**config.mk**
```make
export PLATFORM = sky130hd
export DESIGN_NAME = ljpf_controller
export DESIGN_NICKNAME = d
export VERILOG_FILES = /design/src/hdl/ljpf_pkg.sv /design/src/hdl/ljpf_controller.sv
export SDC_FILE = /design/constraint.sdc
export NUM_CORES = 1
export LEC_CHECK = 0
export BUFFER_PORTS_ARGS = -buffer_cell sky130_fd_sc_hd__buf_2
export CAP_MARGIN = 0
export CORE_MARGIN = 4
export CORE_UTILIZATION = 57
export DETAILED_ROUTE_END_ITERATION = 7
export PLACE_DENSITY = 0.79
export RECOVER_POWER = 100
export SLEW_MARGIN = 20
export SYNTH_ARGS = -nofsm -noshare
export SYNTH_HDL_FRONTEND = slang
export SYNTH_SLANG_ARGS = --single-unit
```
**constraint.sdc**
```tcl
create_clock -name clk -period 2.4 [get_ports clk]
set_input_delay 0.12 -clock clk [delete_from_list [all_inputs] [get_ports clk]]
set_output_delay 0.12 -clock clk [all_outputs]
set_load 0.02 [all_outputs]
```
**src/hdl/ljpf_pkg.sv**
```systemverilog
// ---------------------------------------------------------------------------
// ljpf_pkg: shared types and constants for the Lennard-Jones pair force block
// Holds the request and result payload structs, the register indexes, the
// command and status structs that join the controller to the datapath, and
// the fixed widths of the arithmetic.
// ---------------------------------------------------------------------------
package ljpf_pkg;

	// Fixed field widths.
	localparam int POSITION_WIDTH = 16;
	localparam int BOX_W          = 16;
	localparam int CUT_W          = 20;
	localparam int CFG_W          = 20;
	localparam int OUT_W          = 32;

	// Displacement, magnitude and squared distance widths.
	localparam int D_W  = POSITION_WIDTH + 3;
	localparam int M_W  = POSITION_WIDTH + 2;
	localparam int R2_W = 2 * M_W + 2;

	// Reciprocal: floor(2^56 / r2) needs 57 quotient bits, one per step.
	localparam int Q_W       = 57;
	localparam int DIV_STEPS = Q_W;

	// Multiplier: 64 x 64 product from four 32 x 32 partial products.
	localparam int OP_W   = 64;
	localparam int HALF_W = 32;
	localparam int PROD_W = 128;

	localparam logic [31:0] FAR_LIMIT = 32'h0010_0000;
	localparam logic [OP_W-1:0] POW_CAP = 64'h7FFF_FFFF_FFFF_FFFF;

	localparam logic [BOX_W-1:0] BOX_RESET = 16'd30228;
	localparam logic [CUT_W-1:0] CUT_RESET = 20'd25600;

	// Configuration register indexes.
	typedef enum logic [0:0] {
		REG_BOX_LENGTH     = 1'b0,
		REG_CUTOFF_SQUARED = 1'b1
	} reg_idx_t;

	typedef struct packed {
		logic [POSITION_WIDTH-1:0] center_x;
		logic [POSITION_WIDTH-1:0] center_y;
		logic [POSITION_WIDTH-1:0] center_z;
		logic [POSITION_WIDTH-1:0] neighbor_x;
		logic [POSITION_WIDTH-1:0] neighbor_y;
		logic [POSITION_WIDTH-1:0] neighbor_z;
		logic                      last_neighbor;
	} in_item_t;

	typedef struct packed {
		logic signed [OUT_W-1:0] force_x;
		logic signed [OUT_W-1:0] force_y;
		logic signed [OUT_W-1:0] force_z;
		logic signed [OUT_W-1:0] pair_energy;
		logic                    saturated;
	} out_item_t;

	// Periodic image offset of one axis.
	typedef enum logic [1:0] {
		OFF_ZERO = 2'd0,
		OFF_NEG  = 2'd1,
		OFF_POS  = 2'd2
	} off_t;

	// Datapath operations.
	typedef enum logic [3:0] {
		OP_NONE      = 4'd0,
		OP_LOAD      = 4'd1,
		OP_AXIS      = 4'd2,
		OP_DIV_INIT  = 4'd3,
		OP_DIV_STEP  = 4'd4,
		OP_MUL_STEP  = 4'd5,
		OP_MUL_STORE = 4'd6,
		OP_ENERGY    = 4'd7,
		OP_EMIT      = 4'd8
	} op_t;

	// Multiplier job: one of the powers of s or a force term.
	typedef enum logic [2:0] {
		MS_S2    = 3'd0,
		MS_S3    = 3'd1,
		MS_S4    = 3'd2,
		MS_S6    = 3'd3,
		MS_S7    = 3'd4,
		MS_FORCE = 3'd5
	} msel_t;

	typedef struct packed {
		op_t        op;
		logic [1:0] axis;
		off_t       offset;
		msel_t      msel;
		logic [1:0] part;
	} cmd_t;

	typedef struct packed {
		logic skip;
		logic last;
		logic out_free;
	} sts_t;

endpackage

```
**src/hdl/ljpf_controller.sv**
```systemverilog
// ---------------------------------------------------------------------------
// ljpf_controller: sequencer of the pair force block
// Walks the 27 periodic images of one request: the axis displacements,
// a filter check and, if in range, the reciprocal, five powers, the energy
// term and three force terms, then the result hand-off on the last neighbor.
// ---------------------------------------------------------------------------
module ljpf_controller (
	input  logic           clk,
	input  logic           arst_n,
	input  logic           in_valid,
	output logic           in_stall,
	input  ljpf_pkg::sts_t sts,
	output ljpf_pkg::cmd_t cmd
);

	typedef enum logic [2:0] {
		S_IDLE,
		S_AXIS,
		S_CHECK,
		S_DIV,
		S_MUL,
		S_ENERGY,
		S_NEXT,
		S_EMIT
	} state_t;

	state_t          state_q;
	logic [1:0]      ix_q, iy_q, iz_q;
	logic [1:0]      axis_q;
	logic [5:0]      div_cnt_q;
	ljpf_pkg::msel_t msel_q;
	logic [2:0]      part_q;

	// Image counter value to offset code.
	function automatic ljpf_pkg::off_t off_code(input logic [1:0] v);
		ljpf_pkg::off_t r;
		case (v)
			2'd1:    r = ljpf_pkg::OFF_NEG;
			2'd2:    r = ljpf_pkg::OFF_POS;
			default: r = ljpf_pkg::OFF_ZERO;
		endcase
		return r;
	endfunction

	// Command decode.
	always_comb begin
		cmd.op   = ljpf_pkg::OP_NONE;
		cmd.axis = axis_q;
		cmd.msel = msel_q;
		cmd.part = part_q[1:0];
		case (axis_q)
			2'd0:    cmd.offset = off_code(ix_q);
			2'd1:    cmd.offset = off_code(iy_q);
			default: cmd.offset = off_code(iz_q);
		endcase
		case (state_q)
			S_IDLE:   cmd.op = in_valid ? ljpf_pkg::OP_LOAD : ljpf_pkg::OP_NONE;
			S_AXIS:   cmd.op = ljpf_pkg::OP_AXIS;
			S_CHECK:  cmd.op = sts.skip ? ljpf_pkg::OP_NONE : ljpf_pkg::OP_DIV_INIT;
			S_DIV:    cmd.op = ljpf_pkg::OP_DIV_STEP;
			S_MUL:    cmd.op = (part_q == 3'd4) ? ljpf_pkg::OP_MUL_STORE :
				ljpf_pkg::OP_MUL_STEP;
			S_ENERGY: cmd.op = ljpf_pkg::OP_ENERGY;
			S_EMIT:   cmd.op = sts.out_free ? ljpf_pkg::OP_EMIT : ljpf_pkg::OP_NONE;
			default:  cmd.op = ljpf_pkg::OP_NONE;
		endcase
	end

	assign in_stall = state_q != S_IDLE;

	// State and counters.
	always_ff @(posedge clk or negedge arst_n) begin
		if (!arst_n) begin
			state_q   <= S_IDLE;
			ix_q      <= 2'd0;
			iy_q      <= 2'd0;
			iz_q      <= 2'd0;
			axis_q    <= 2'd0;
			div_cnt_q <= 6'd0;
			msel_q    <= ljpf_pkg::MS_S2;
			part_q    <= 3'd0;
		end else begin
			case (state_q)
				S_IDLE: begin
					if (in_valid) begin
						ix_q    <= 2'd0;
						iy_q    <= 2'd0;
						iz_q    <= 2'd0;
						axis_q  <= 2'd0;
						state_q <= S_AXIS;
					end
				end
				S_AXIS: begin
					if (axis_q == 2'd2) begin
						axis_q  <= 2'd0;
						state_q <= S_CHECK;
					end else begin
						axis_q <= axis_q + 2'd1;
					end
				end
				S_CHECK: begin
					div_cnt_q <= 6'd0;
					state_q   <= sts.skip ? S_NEXT : S_DIV;
				end
				S_DIV: begin
					if (div_cnt_q == 6'(ljpf_pkg::DIV_STEPS - 1)) begin
						msel_q  <= ljpf_pkg::MS_S2;
						part_q  <= 3'd0;
						state_q <= S_MUL;
					end else begin
						div_cnt_q <= div_cnt_q + 6'd1;
					end
				end
				S_MUL: begin
					if (part_q == 3'd4) begin
						part_q <= 3'd0;
						case (msel_q)
							ljpf_pkg::MS_S2: msel_q <= ljpf_pkg::MS_S3;
							ljpf_pkg::MS_S3: msel_q <= ljpf_pkg::MS_S4;
							ljpf_pkg::MS_S4: msel_q <= ljpf_pkg::MS_S6;
							ljpf_pkg::MS_S6: msel_q <= ljpf_pkg::MS_S7;
							ljpf_pkg::MS_S7: state_q <= S_ENERGY;
							default: begin
								if (axis_q == 2'd2) begin
									axis_q  <= 2'd0;
									state_q <= S_NEXT;
								end else begin
									axis_q <= axis_q + 2'd1;
								end
							end
						endcase
					end else begin
						part_q <= part_q + 3'd1;
					end
				end
				S_ENERGY: begin
					msel_q  <= ljpf_pkg::MS_FORCE;
					axis_q  <= 2'd0;
					part_q  <= 3'd0;
					state_q <= S_MUL;
				end
				S_NEXT: begin
					axis_q <= 2'd0;
					if (iz_q != 2'd2) begin
						iz_q    <= iz_q + 2'd1;
						state_q <= S_AXIS;
					end else if (iy_q != 2'd2) begin
						iz_q    <= 2'd0;
						iy_q    <= iy_q + 2'd1;
						state_q <= S_AXIS;
					end else if (ix_q != 2'd2) begin
						iz_q    <= 2'd0;
						iy_q    <= 2'd0;
						ix_q    <= ix_q + 2'd1;
						state_q <= S_AXIS;
					end else begin
						state_q <= sts.last ? S_EMIT : S_IDLE;
					end
				end
				S_EMIT: begin
					if (sts.out_free) begin
						state_q <= S_IDLE;
					end
				end
				default: state_q <= S_IDLE;
			endcase
		end
	end

endmodule

```
==> metrics.txt, run 1 <==
status=complete, no violations; total die area=~3700 sq um; Max FO, Critical Path=16; most frequent cells in the layout=dfrtp_1 (23), nor2_1 (19), nand2_1 (17); Fmax achieved=between 400 and 500 MHz; Synth async-reset ratio=100%; Tot Pwr=1.89 mW; height of the die=60.7 um; clock skew=0.0130 ns; Post-Route WL=3510 um; Unique masters post-synth=51; area grow syn2layout=6.25%; mean post-synth cell area=8.64 sq um; Worst EP required=2.64 ns; RD Place Congestion=about 0.87; Starting Density=61.5%; clk_lat worst skew=between 0.3 and 0.4 ns; DR vias=around 1400; diode count=0; Total GRT Usage=22.1%; CTS tree=done; PwrDens=1130 nW/um^2; most common cell after layout, fill and taps aside=dfrtp_1; post-layout util=about two thirds; Worst IR Drop VDD=between 0.7 and 0.8 mV; crit path DAT=between 2 and 2.5 ns; Num CTS Buffers=3; Mapped Cells=183; Max Slew Vio Count=0; post-CTS resize count=0; routed len/inst=about 15 um; Most used DFF post-synth=dfrtp_1; Final period util=roughly 90%; Critical Path End Type=flip-flop; Rel. slew slack=19.7%; clk sinks=23; vias in the first global route=1391; crit path from=state_q[0]$_DFFE_PN0P_; worst slew pin tran=~1.2 ns; placement-stage cell area=1690 sq um; synthesis-stage register bit count=23; Post-synth EDFFs=0; RSZ-0062 raised after global routing=no; hold slack=roughly 0.17 ns; mapped cell area=1580 sq um; setup ws final=around 0.24 ns; vias per cell=between 5 and 6; share of layout cells above drive strength 1=between 8 and 9%; min Tclk post-route=2.16 ns; # rows=18; DRC=0; H-tree Lvls=1; Final #Nets=approximately 220; largest net degree at the start of global routing=24; Hold WC Path Type=input pin to flip-flop; Antenna Nets Post-Route=0; Root Buffer=clkbuf_4; number of buffers added on ports=19; Pre-antenna DRT Iters=4; startpoint types=flip-flop; initial antenna violation count=0; r2r setup slk=about 0.24 ns; maxcap violations=0; core area=2570 sq um; Setup CP Type=flip-flop to flip-flop; first-pass GRT wire length=roughly 6200 um; GRT overflow=0; width of the die=60.7 um; fin cells=233; Final Hold Vio Count=0; final instance area=~1700 sq um; final setup vio count=0; Reg clk slew, reported paths=about 0.14 ns; Setup TNS=0 ns; post-DP HPWL=roughly 2600 um; Seq/Total Area, Yosys=36.4%; clock buffer depth=2; Initial DRC Count=59; placed insts=228; Post-Syn Nets=just under 200; Pleak=0.714 nW; number of warnings issued by yosys=0; hold_sp=sts[2]; Ports=20; RR Startpoint=state_q[0]$_DFFE_PN0P_; DP Worst Slack=approximately 0.44 ns
[path summary, 6_finish.rpt]
| kind | end | cells past startpoint |
|---|---|---|
| setup reg to reg | ix_q[1]$_DFFE_PN0P_ | 4 |
| max in group asynchronous | msel_q[1]$_DFFE_PN0P_ | 2 |
| min in group asynchronous | div_cnt_q[1]$_DFFE_PN0P_ | 2 |
| hold reg to reg | iy_q[0]$_DFFE_PN0P_ | 1 |
| hold / removal | state_q[0]$_DFFE_PN0P_ | 4 |
| setup / recovery | ix_q[1]$_DFFE_PN0P_ | 4 |
[flip-flops by register name, summed over array words and instances, names as in the netlist]
name,count
part_q,3
axis_q,2
iy_q,2
div_cnt_q,6
msel_q,3
ix_q,2
state_q,3
iz_q,2
[power breakdown]
| part | total (mW) | leakage [nW] | switching, mW | internal, mW |
|---|---|---|---|---|
| clock | 0.183 | 0.0177 | 0.120 | 0.0623 |
| combinational | 1.00 | 0.395 | 0.606 | 0.396 |
| sequential | 0.710 | 0.302 | 0.212 | 0.497 |
| total | 1.89 | 0.714 | 0.939 | 0.955 |
[Yosys cell counts (2+ instances only)]
library cell / number / area [sq um]
nor4_1: 2 / 12.5
o22ai_1: 5 / 31.3
nor2_1: 19 / 71.3
dfrtp_1: 23 / 576
a31oi_1: 3 / 18.8
or4_4: 2 / 22.5
nor3_1: 2 / 10.0
nand4_1: 2 / 12.5
inv_1: 14 / 52.6
o21ai_0: 11 / 55.1
o31ai_1: 2 / 15.0
nand3_1: 6 / 30.0
clkbuf_1: 4 / 15.0
o211ai_1: 2 / 15.0
nor2b_1: 6 / 37.5
a22o_1: 3 / 26.3
a22oi_1: 2 / 15.0
a21oi_1: 9 / 45.0
mux2i_1: 3 / 30.0
ha_1: 6 / 75.1
o21ai_1: 4 / 20.0
a21o_1: 2 / 15.0
buf_4: 3 / 22.5
o21a_1: 2 / 15.0
nand2_1: 17 / 63.8
nand2b_1: 4 / 25.0
[worst max-delay path, stage by stage (launching register included)]
cell      delay (ns)
dfrtp_1         0.59
nand3b_1        0.31
or3_1           0.42
or4_1           0.52
a221oi_2        0.24
[per-layer routing]
layer  wire length [um]  GRT usage [%]
met5                  0              0
met2               1630           35.6
met3                157           2.55
met4                 19           7.12
met1               1710           31.0
[cells by family after synthesis]
| family | count (synthesis) | synth area share [%] |
|---|---|---|
| AO/OA/AOI/OAI | 55 | 23.3 |
| XOR/XNOR | 2 | 1.11 |
| adder cells (fa/ha/maj) | 6 | 4.75 |
| buffers and inverters | 22 | 6.41 |
| flip-flops | 23 | 36.4 |
| multiplexers | 4 | 2.61 |
| AND/OR/NAND/NOR | 71 | 25.4 |
[final cells by class]
type	instances	area (sq um)
fillers	227	888
multi-input cells	138	873
flip-flops and latches	23	576
repair buffers	24	113
inverters	14	52.6
well taps	30	37.5
clock buffers	3	22.5
clock inverters	1	5.00
[repair_timing]
action                    CTS  global route
setup buffers               0             0
hold endpoints to repair   23             0
hold buffers                1             0
Note: power is estimated with default switching activity, not from simulation.
==> run 2, diff against run 1 <==
--- a/config.mk
+++ b/config.mk
@@ -7,10 +7,12 @@
 export LEC_CHECK = 0
 export BUFFER_PORTS_ARGS = -buffer_cell sky130_fd_sc_hd__buf_2
 export CAP_MARGIN = 0
+export CELL_PAD_IN_SITES_DETAIL_PLACEMENT = 1
+export CELL_PAD_IN_SITES_GLOBAL_PLACEMENT = 1
 export CORE_MARGIN = 4
-export CORE_UTILIZATION = 57
+export CORE_UTILIZATION = 43
 export DETAILED_ROUTE_END_ITERATION = 7
-export PLACE_DENSITY = 0.79
+export PLACE_DENSITY_LB_ADDON = 0.1
 export RECOVER_POWER = 100
 export SLEW_MARGIN = 20
 export SYNTH_ARGS = -nofsm -noshare
==> run 2 against run 1 <==
Against the previous run: count of clock-buffer cells in the layout stayed put; final cell count is 6.0% higher; sequential cell count stayed put; via count is 1.2% higher; clock skew is 0.0042 ns lower; sequential power is 0.8% higher; die area is 28% higher; global-route usage is 2.6 points lower; critical path type unchanged; largest cell class unchanged.
==> metrics.txt, run 2 (synthesis gave the netlist of run 1 again) <==
Antenna Nets Post-Route=0 (unchanged); hold_sp=sts[0]; status=complete, no violations; Hold Path End=state_q[2]$_DFFE_PN0P_; largest net degree at the start of global routing=24 (unchanged); placed insts=242 (+6.1%); startpoint types=flip-flop; Root Buffer=clkbuf_8; Ports=20 (unchanged); width of the die=68.6 um (+13%); Hold WC Path Type=input pin to flip-flop; RSZ-0062 raised after global routing=no; hold slack=0.257 ns (+0.0833 ns); Max Slew Vio Count=0 (unchanged); Starting Density=45.9% (-16 points); DRC=0 (unchanged); number of buffers added on ports=19 (unchanged); vias in the first global route=1525 (+9.6%); Largest Register=div_cnt_q; diode count=0 (unchanged); Post-Route WL=3870 um (+10%); fin cells=247 (+6.0%); GRT overflow=0 (unchanged); crit path DAT=2.35 ns (-0.05 ns); CTS tree=done; total die area=4710 sq um (+28%); Final period util=89.7% (-0.33 points); Max FO, Critical Path=4 (-12); DR vias=1413 (+1.2%); share of layout cells above drive strength 1=8.96% (+0.088 points); multi-input logic area=880 sq um (+0.72%); r2r setup slk=0.25 ns (about the same); Pre-antenna DRT Iters=4 (unchanged); max reg flops=6 (unchanged); Pleak=0.717 nW (+0.41%); hold path depth=3 (-1); post-CTS setup buffers=0 (unchanged); routed len/inst=15.7 um (+3.9%); Final Hold Vio Count=0 (unchanged); height of the die=68.6 um (+13%); Reg clk slew, reported paths=0.09 ns (-0.05 ns); worst slew pin tran=1.31 ns (+0.103 ns); vias per cell=5.72 (-4.5%); Setup TNS=0 ns (unchanged); Total GRT Usage=19.5% (-2.6 points); area grow syn2layout=8.23%; maxcap violations=0 (unchanged); core area=3440 sq um (+34%); clock skew=0.00884 ns (-0.00419 ns); most common cell after layout, fill and taps aside=dfrtp_1; most frequent cells in the layout=dfrtp_1 (23), nor2_1 (19), nand2_1 (17); Setup CP Type=flip-flop to flip-flop; RD Place Congestion=0.786 (-9.5%); min Tclk post-route=2.15 ns (-0.00785 ns); Worst IR Drop VDD=0.506 mV (-36%); Tot Pwr=1.96 mW (+3.7%); first-pass GRT wire length=6940 um (+11%); Reg2Reg Depth=7 (+3); Num CTS Buffers=3 (unchanged); Fmax achieved=465 MHz (+0.36%); Critical Path End Type=flip-flop; Rel. slew slack=12.8% (-6.9 points); final setup vio count=0 (unchanged); Final #Nets=214 (-0.93%); clock buffer depth=2 (unchanged); FF-to-FF End=state_q[0]$_DFFE_PN0P_; post-DP HPWL=2940 um (+14%); H-tree Lvls=1 (unchanged); Worst EP required=2.60 ns (-0.04 ns); PwrDens=1150 nW/um^2 (+1.8%); initial antenna violation count=0 (unchanged); clk_lat worst skew=0.28 ns (-0.04 ns); # rows=21 (+3); Initial DRC Count=34 (-42%); Fillers=444 (+96%); RR Startpoint=div_cnt_q[0]$_DFFE_PN0P_; clk sinks=23 (unchanged); Reg area=576 sq um (unchanged)
==> run 2: cell types whose count changed in the layout (fill, tap and decap cells not counted), sizes merged <==
cell and delta:
clkbuf -1, buf -1
==> run 2: worst max-delay path by stage <==
stage	from	end	slack, ns
after CTS	state_q[0]$_DFFE_PN0P_	msel_q[2]$_DFFE_PN0P_	0.20
after floorplan	div_cnt_q[0]$_DFFE_PN0P_	state_q[0]$_DFFE_PN0P_	0.69
final	div_cnt_q[0]$_DFFE_PN0P_	state_q[0]$_DFFE_PN0P_	0.25
after detailed placement	state_q[0]$_DFFE_PN0P_	msel_q[1]$_DFFE_PN0P_	0.24
after global routing	state_q[0]$_DFFE_PN0P_	div_cnt_q[5]$_DFFE_PN0P_	0.06
after global placement	state_q[0]$_DFFE_PN0P_	msel_q[1]$_DFFE_PN0P_	0.29
==> run 2: worst max-delay path, stage by stage, from the launching register on <==
cell and delay (ns):
dfrtp_1 0.41, inv_1 0.12, ha_1 0.16, nand4_1 0.17, o21a_1 0.27, a211oi_1 0.49, a21boi_1 0.26, mux2i_1 0.19
==> run 2: layout make-up <==
class	count	area share [%]
sequential	23	33.7
multi-input combinational	138	51.4
inverter	14	3.07
clock buffer	3	2.41
tap	46	3.37
clock inverter	1	0.293
timing repair buffer	22	5.78
==> run 2: what timing repair did <==
action / 4_1_cts / 5_1_grt
endpoints found under the hold margin: 23 / 0
endpoints found under the setup margin: 0 / 4
gates resized for setup: 0 / 1
hold buffers: 1 / 0
==> run 2: metal layers <==
metal / vias up / global-route usage [%] / part of all wire (%)
li1: 691 / - / -
met1: 693 / 23.5 / 45
met2: 22 / 34.8 / 51
met3: 7 / 2.76 / 2.6
met4: 0 / 7.20 / 1.9
met5: - / 0 / 0
==> run 2: where the power goes <==
group,switching (mW),internal [mW],total (mW)
clock,0.135,0.116,0.251
combinational,0.617,0.381,0.998
sequential,0.218,0.498,0.716
==> run 2: through the flow <==
| stage | setup WS [ns] | util (%) | cell area (sq um) |
|---|---|---|---|
| 6_report | 0.248 | 49.7 | 1710 |
| 2_1_floorplan | 0.691 | - | 1580 |
| 5_1_grt | 0.0567 | 49.7 | 1710 |
| 3_3_place_gp | 0.295 | 49.4 | 1700 |
| 4_1_cts | 0.198 | 51.0 | 1760 |
| 3_5_place_dp | 0.238 | 49.4 | 1700 |
==> run 3, diff against run 2 <==
--- a/config.mk
+++ b/config.mk
@@ -10,7 +10,7 @@
 export CELL_PAD_IN_SITES_DETAIL_PLACEMENT = 1
 export CELL_PAD_IN_SITES_GLOBAL_PLACEMENT = 1
 export CORE_MARGIN = 4
-export CORE_UTILIZATION = 43
+export CORE_UTILIZATION = 39
 export DETAILED_ROUTE_END_ITERATION = 7
 export PLACE_DENSITY_LB_ADDON = 0.1
 export RECOVER_POWER = 100
==> constraint.sdc (replaced) <==
create_clock -name clk -period 1.8 [get_ports clk]
set_input_delay 0.09 -clock clk [delete_from_list [all_inputs] [get_ports clk]]
set_output_delay 0.09 -clock clk [all_outputs]
set_load 0.02 [all_outputs]
==> run 3 against run 2 <==
Against the previous run: cell area up 17%; setup slack got worse by 0.22 ns; sequential cell count unchanged; final cell count increased by 11%; largest power group unchanged; count of clock-buffer cells in the layout up 1; worst hold slack worse by 0.030 ns; die area rose by 9.0%; register-to-register slack lost 0.22 ns; critical path depth down 3; critical path type unchanged; clock skew shrank 0.0037 ns; utilization is 2.9 points higher.
==> metrics.txt, run 3 (synthesis gave the netlist of run 1 again) <==
most common cell after layout, fill and taps aside=buf_4; RD Place Congestion=0.821 (+4.4%); CTS tree=done; clock buffer depth=2 (unchanged); Max FO, Critical Path=7 (+3); most frequent cells in the layout=buf_4 (28), dfrtp_1 (20), nor2_1 (17), nand2_1 (17), inv_1 (12); Flop pwr share=29.0% (-7.4 points); switching power total=1.47 mW (+52%); Final period util=98.6% (+8.9 points); Initial DRC Count=36 (+5.9%); Rel. slew slack=11.1% (-1.7 points); DRC=0 (unchanged); total die area=5130 sq um (+9.0%); P_int=1.69 mW (+70%); Root Buffer=clkbuf_8; H-tree Lvls=1 (unchanged); Clk pwr share=10.6% (-2.2 points); Ports=20 (unchanged); Antenna Nets Post-Route=0 (unchanged); share of layout cells above drive strength 1=28.3% (+19 points); hold_sp=sts[2]; CP top delay family=simple AND/OR/NAND/NOR gates; # rows=22 (+4.8%); vias in the first global route=1616 (+6.0%); RR Startpoint=state_q[0]$_DFFE_PN0P_; width of the die=71.7 um (+4.4%); Max Slew Vio Count=0 (unchanged); Final Hold Vio Count=0 (unchanged); Total GRT Usage=18.9% (-0.54 points); Setup CP Type=flip-flop to flip-flop; Fmax achieved=563 MHz (+21%); Pre-antenna DRT Iters=4 (unchanged); Buf+Inv Stages, Crit Path=0 (-1); crit path from=state_q[0]$_DFFE_PN0P_; Hold WC Path Type=input pin to flip-flop; CP Cell Sequence=nand3b_4 > or3_4 > or4_4 > a221oi_4; Critical Path End Type=flip-flop; placement-stage cell area=1860 sq um (+9.4%); clock skew=0.00513 ns (-0.00372 ns); post-DP HPWL=3540 um (+20%); Reg clk slew, reported paths=0.08 ns (about the same); CP max-delay cell=or4_4; PwrDens=1580 nW/um^2 (+38%); final instance area=2000 sq um (+17%); DR vias=1518 (+7.4%); routed len/inst=16.9 um (+8.2%); largest net degree at the start of global routing=24 (unchanged); crit path DAT=1.95 ns (-0.40 ns); fin cells=274 (+11%); final setup vio count=0 (unchanged); Pleak=0.899 nW (+25%); placed insts=265 (+9.5%); Worst EP required=1.98 ns (-0.62 ns); max incr delay on CP=0.47 ns (-0.02 ns); max reg flops=6 (unchanged); min Tclk post-route=1.78 ns (-0.377 ns); status=complete, no violations; Sw Share=46.6% (-2.8 points); RSZ-0062 raised after global routing=yes; maxcap violations=0 (unchanged); vias per cell=5.54 (-3.2%); worst slew pin tran=1.33 ns (+0.0249 ns); Post-Route WL=4640 um (+20%); diode count=0 (unchanged); Comb pwr share=60.4% (+9.6 points); first-pass GRT wire length=7800 um (+12%); startpoint types=flip-flop; area grow syn2layout=26.5%; number of buffers added on ports=19 (unchanged); Starting Density=41.6% (-4.3 points); height of the die=71.7 um (+4.4%); initial antenna violation count=0 (unchanged); clk_lat worst skew=0.27 ns (about the same); GRT overflow=0 (unchanged); Fillers=476 (+7.2%); clk sinks=23 (unchanged); Largest Register=div_cnt_q; Worst IR Drop VDD=0.667 mV (+32%); Final #Nets=239 (+12%); Num CTS Buffers=3 (unchanged); core area=3800 sq um (+10%)
## run 3: changes by cell type in the layout (fill, tap and decap cells not counted), sizes merged
cell / previous run / this run
clkinv: 1 / 0
clkbuf: 18 / 12
buf: 6 / 38
## run 3: tightest hold or removal path, stage by stage
cell	delay [ns]
buf_2	0.09
a22oi_1	0.09
o211ai_1	0.10
mux2i_1	0.08
## run 3: timing repair
action	4_1_cts	5_1_grt
hold buffers	1	0
setup buffers	0	4
hold endpoints to repair	23	0
pin swaps	2	3
setup endpoints to repair	6	9
resized for setup	4	12
## run 3: per-layer routing
metal | share of wire, % | vias to the layer above | GRT usage, % | routed length (um)
met2 | 53 | 18 | 35.5 | 2470
li1 | - | 741 | - | -
met5 | 0 | - | 0 | 0
met3 | 2.6 | 6 | 3.65 | 121
met4 | 1.4 | 0 | 4.38 | 67
met1 | 43 | 753 | 22.0 | 1980
## run 3: worst paths after layout
path	endpoint	slack [ns]	depth (start not counted)
worst max-delay path	ix_q[1]$_DFFE_PN0P_	0.02	4
worst min-delay path	state_q[0]$_DFFE_PN0P_	0.23	4
worst max register to register	ix_q[1]$_DFFE_PN0P_	0.02	4
worst min register to register	iy_q[0]$_DFFE_PN0P_	0.55	1
max in group asynchronous	state_q[2]$_DFFE_PN0P_	0.28	2
min in group asynchronous	msel_q[2]$_DFFE_PN0P_	0.64	2
## run 3: layout make-up
cell class	count	area [sq um]	share of cell area, %
multi-input cells	138	962	48.1
flip-flops and latches	23	579	29.0
repair buffers	47	300	15.0
well taps	48	60.1	3.00
inverters	14	52.6	2.63
clock buffers	4	45.0	2.25
## run 3: stage by stage
step | total power [mW] | utilization [%] | hold WS (ns) | TNS [ns] | setup WS (ns)
finish | 3.16 | 52.6 | 0.226 | 0 | 0.0248
global route | 3.43 | 52.6 | 0.245 | -0.193 | -0.0781
CTS | 3.03 | 50.6 | 0.227 | 0 | 0.000932
detailed placement | 2.66 | 48.9 | 0.112 | -0.0704 | -0.0382
global placement | 2.58 | 48.9 | 0.0994 | 0 | 0.0348
floorplan | 2.00 | - | -0.206 | 0 | 0.0910
## run 3: power by group through the flow
| stage | Combinational, mW | Clock [mW] | Sequential, mW |
|---|---|---|---|
| after floorplan | 1.11 | 0 | 0.886 |
| after detailed placement | 1.75 | 0 | 0.916 |
| after global routing | 2.10 | 0.373 | 0.961 |
| final | 1.91 | 0.336 | 0.919 |
| after global placement | 1.68 | 0 | 0.900 |
| after CTS | 1.77 | 0.347 | 0.911 |
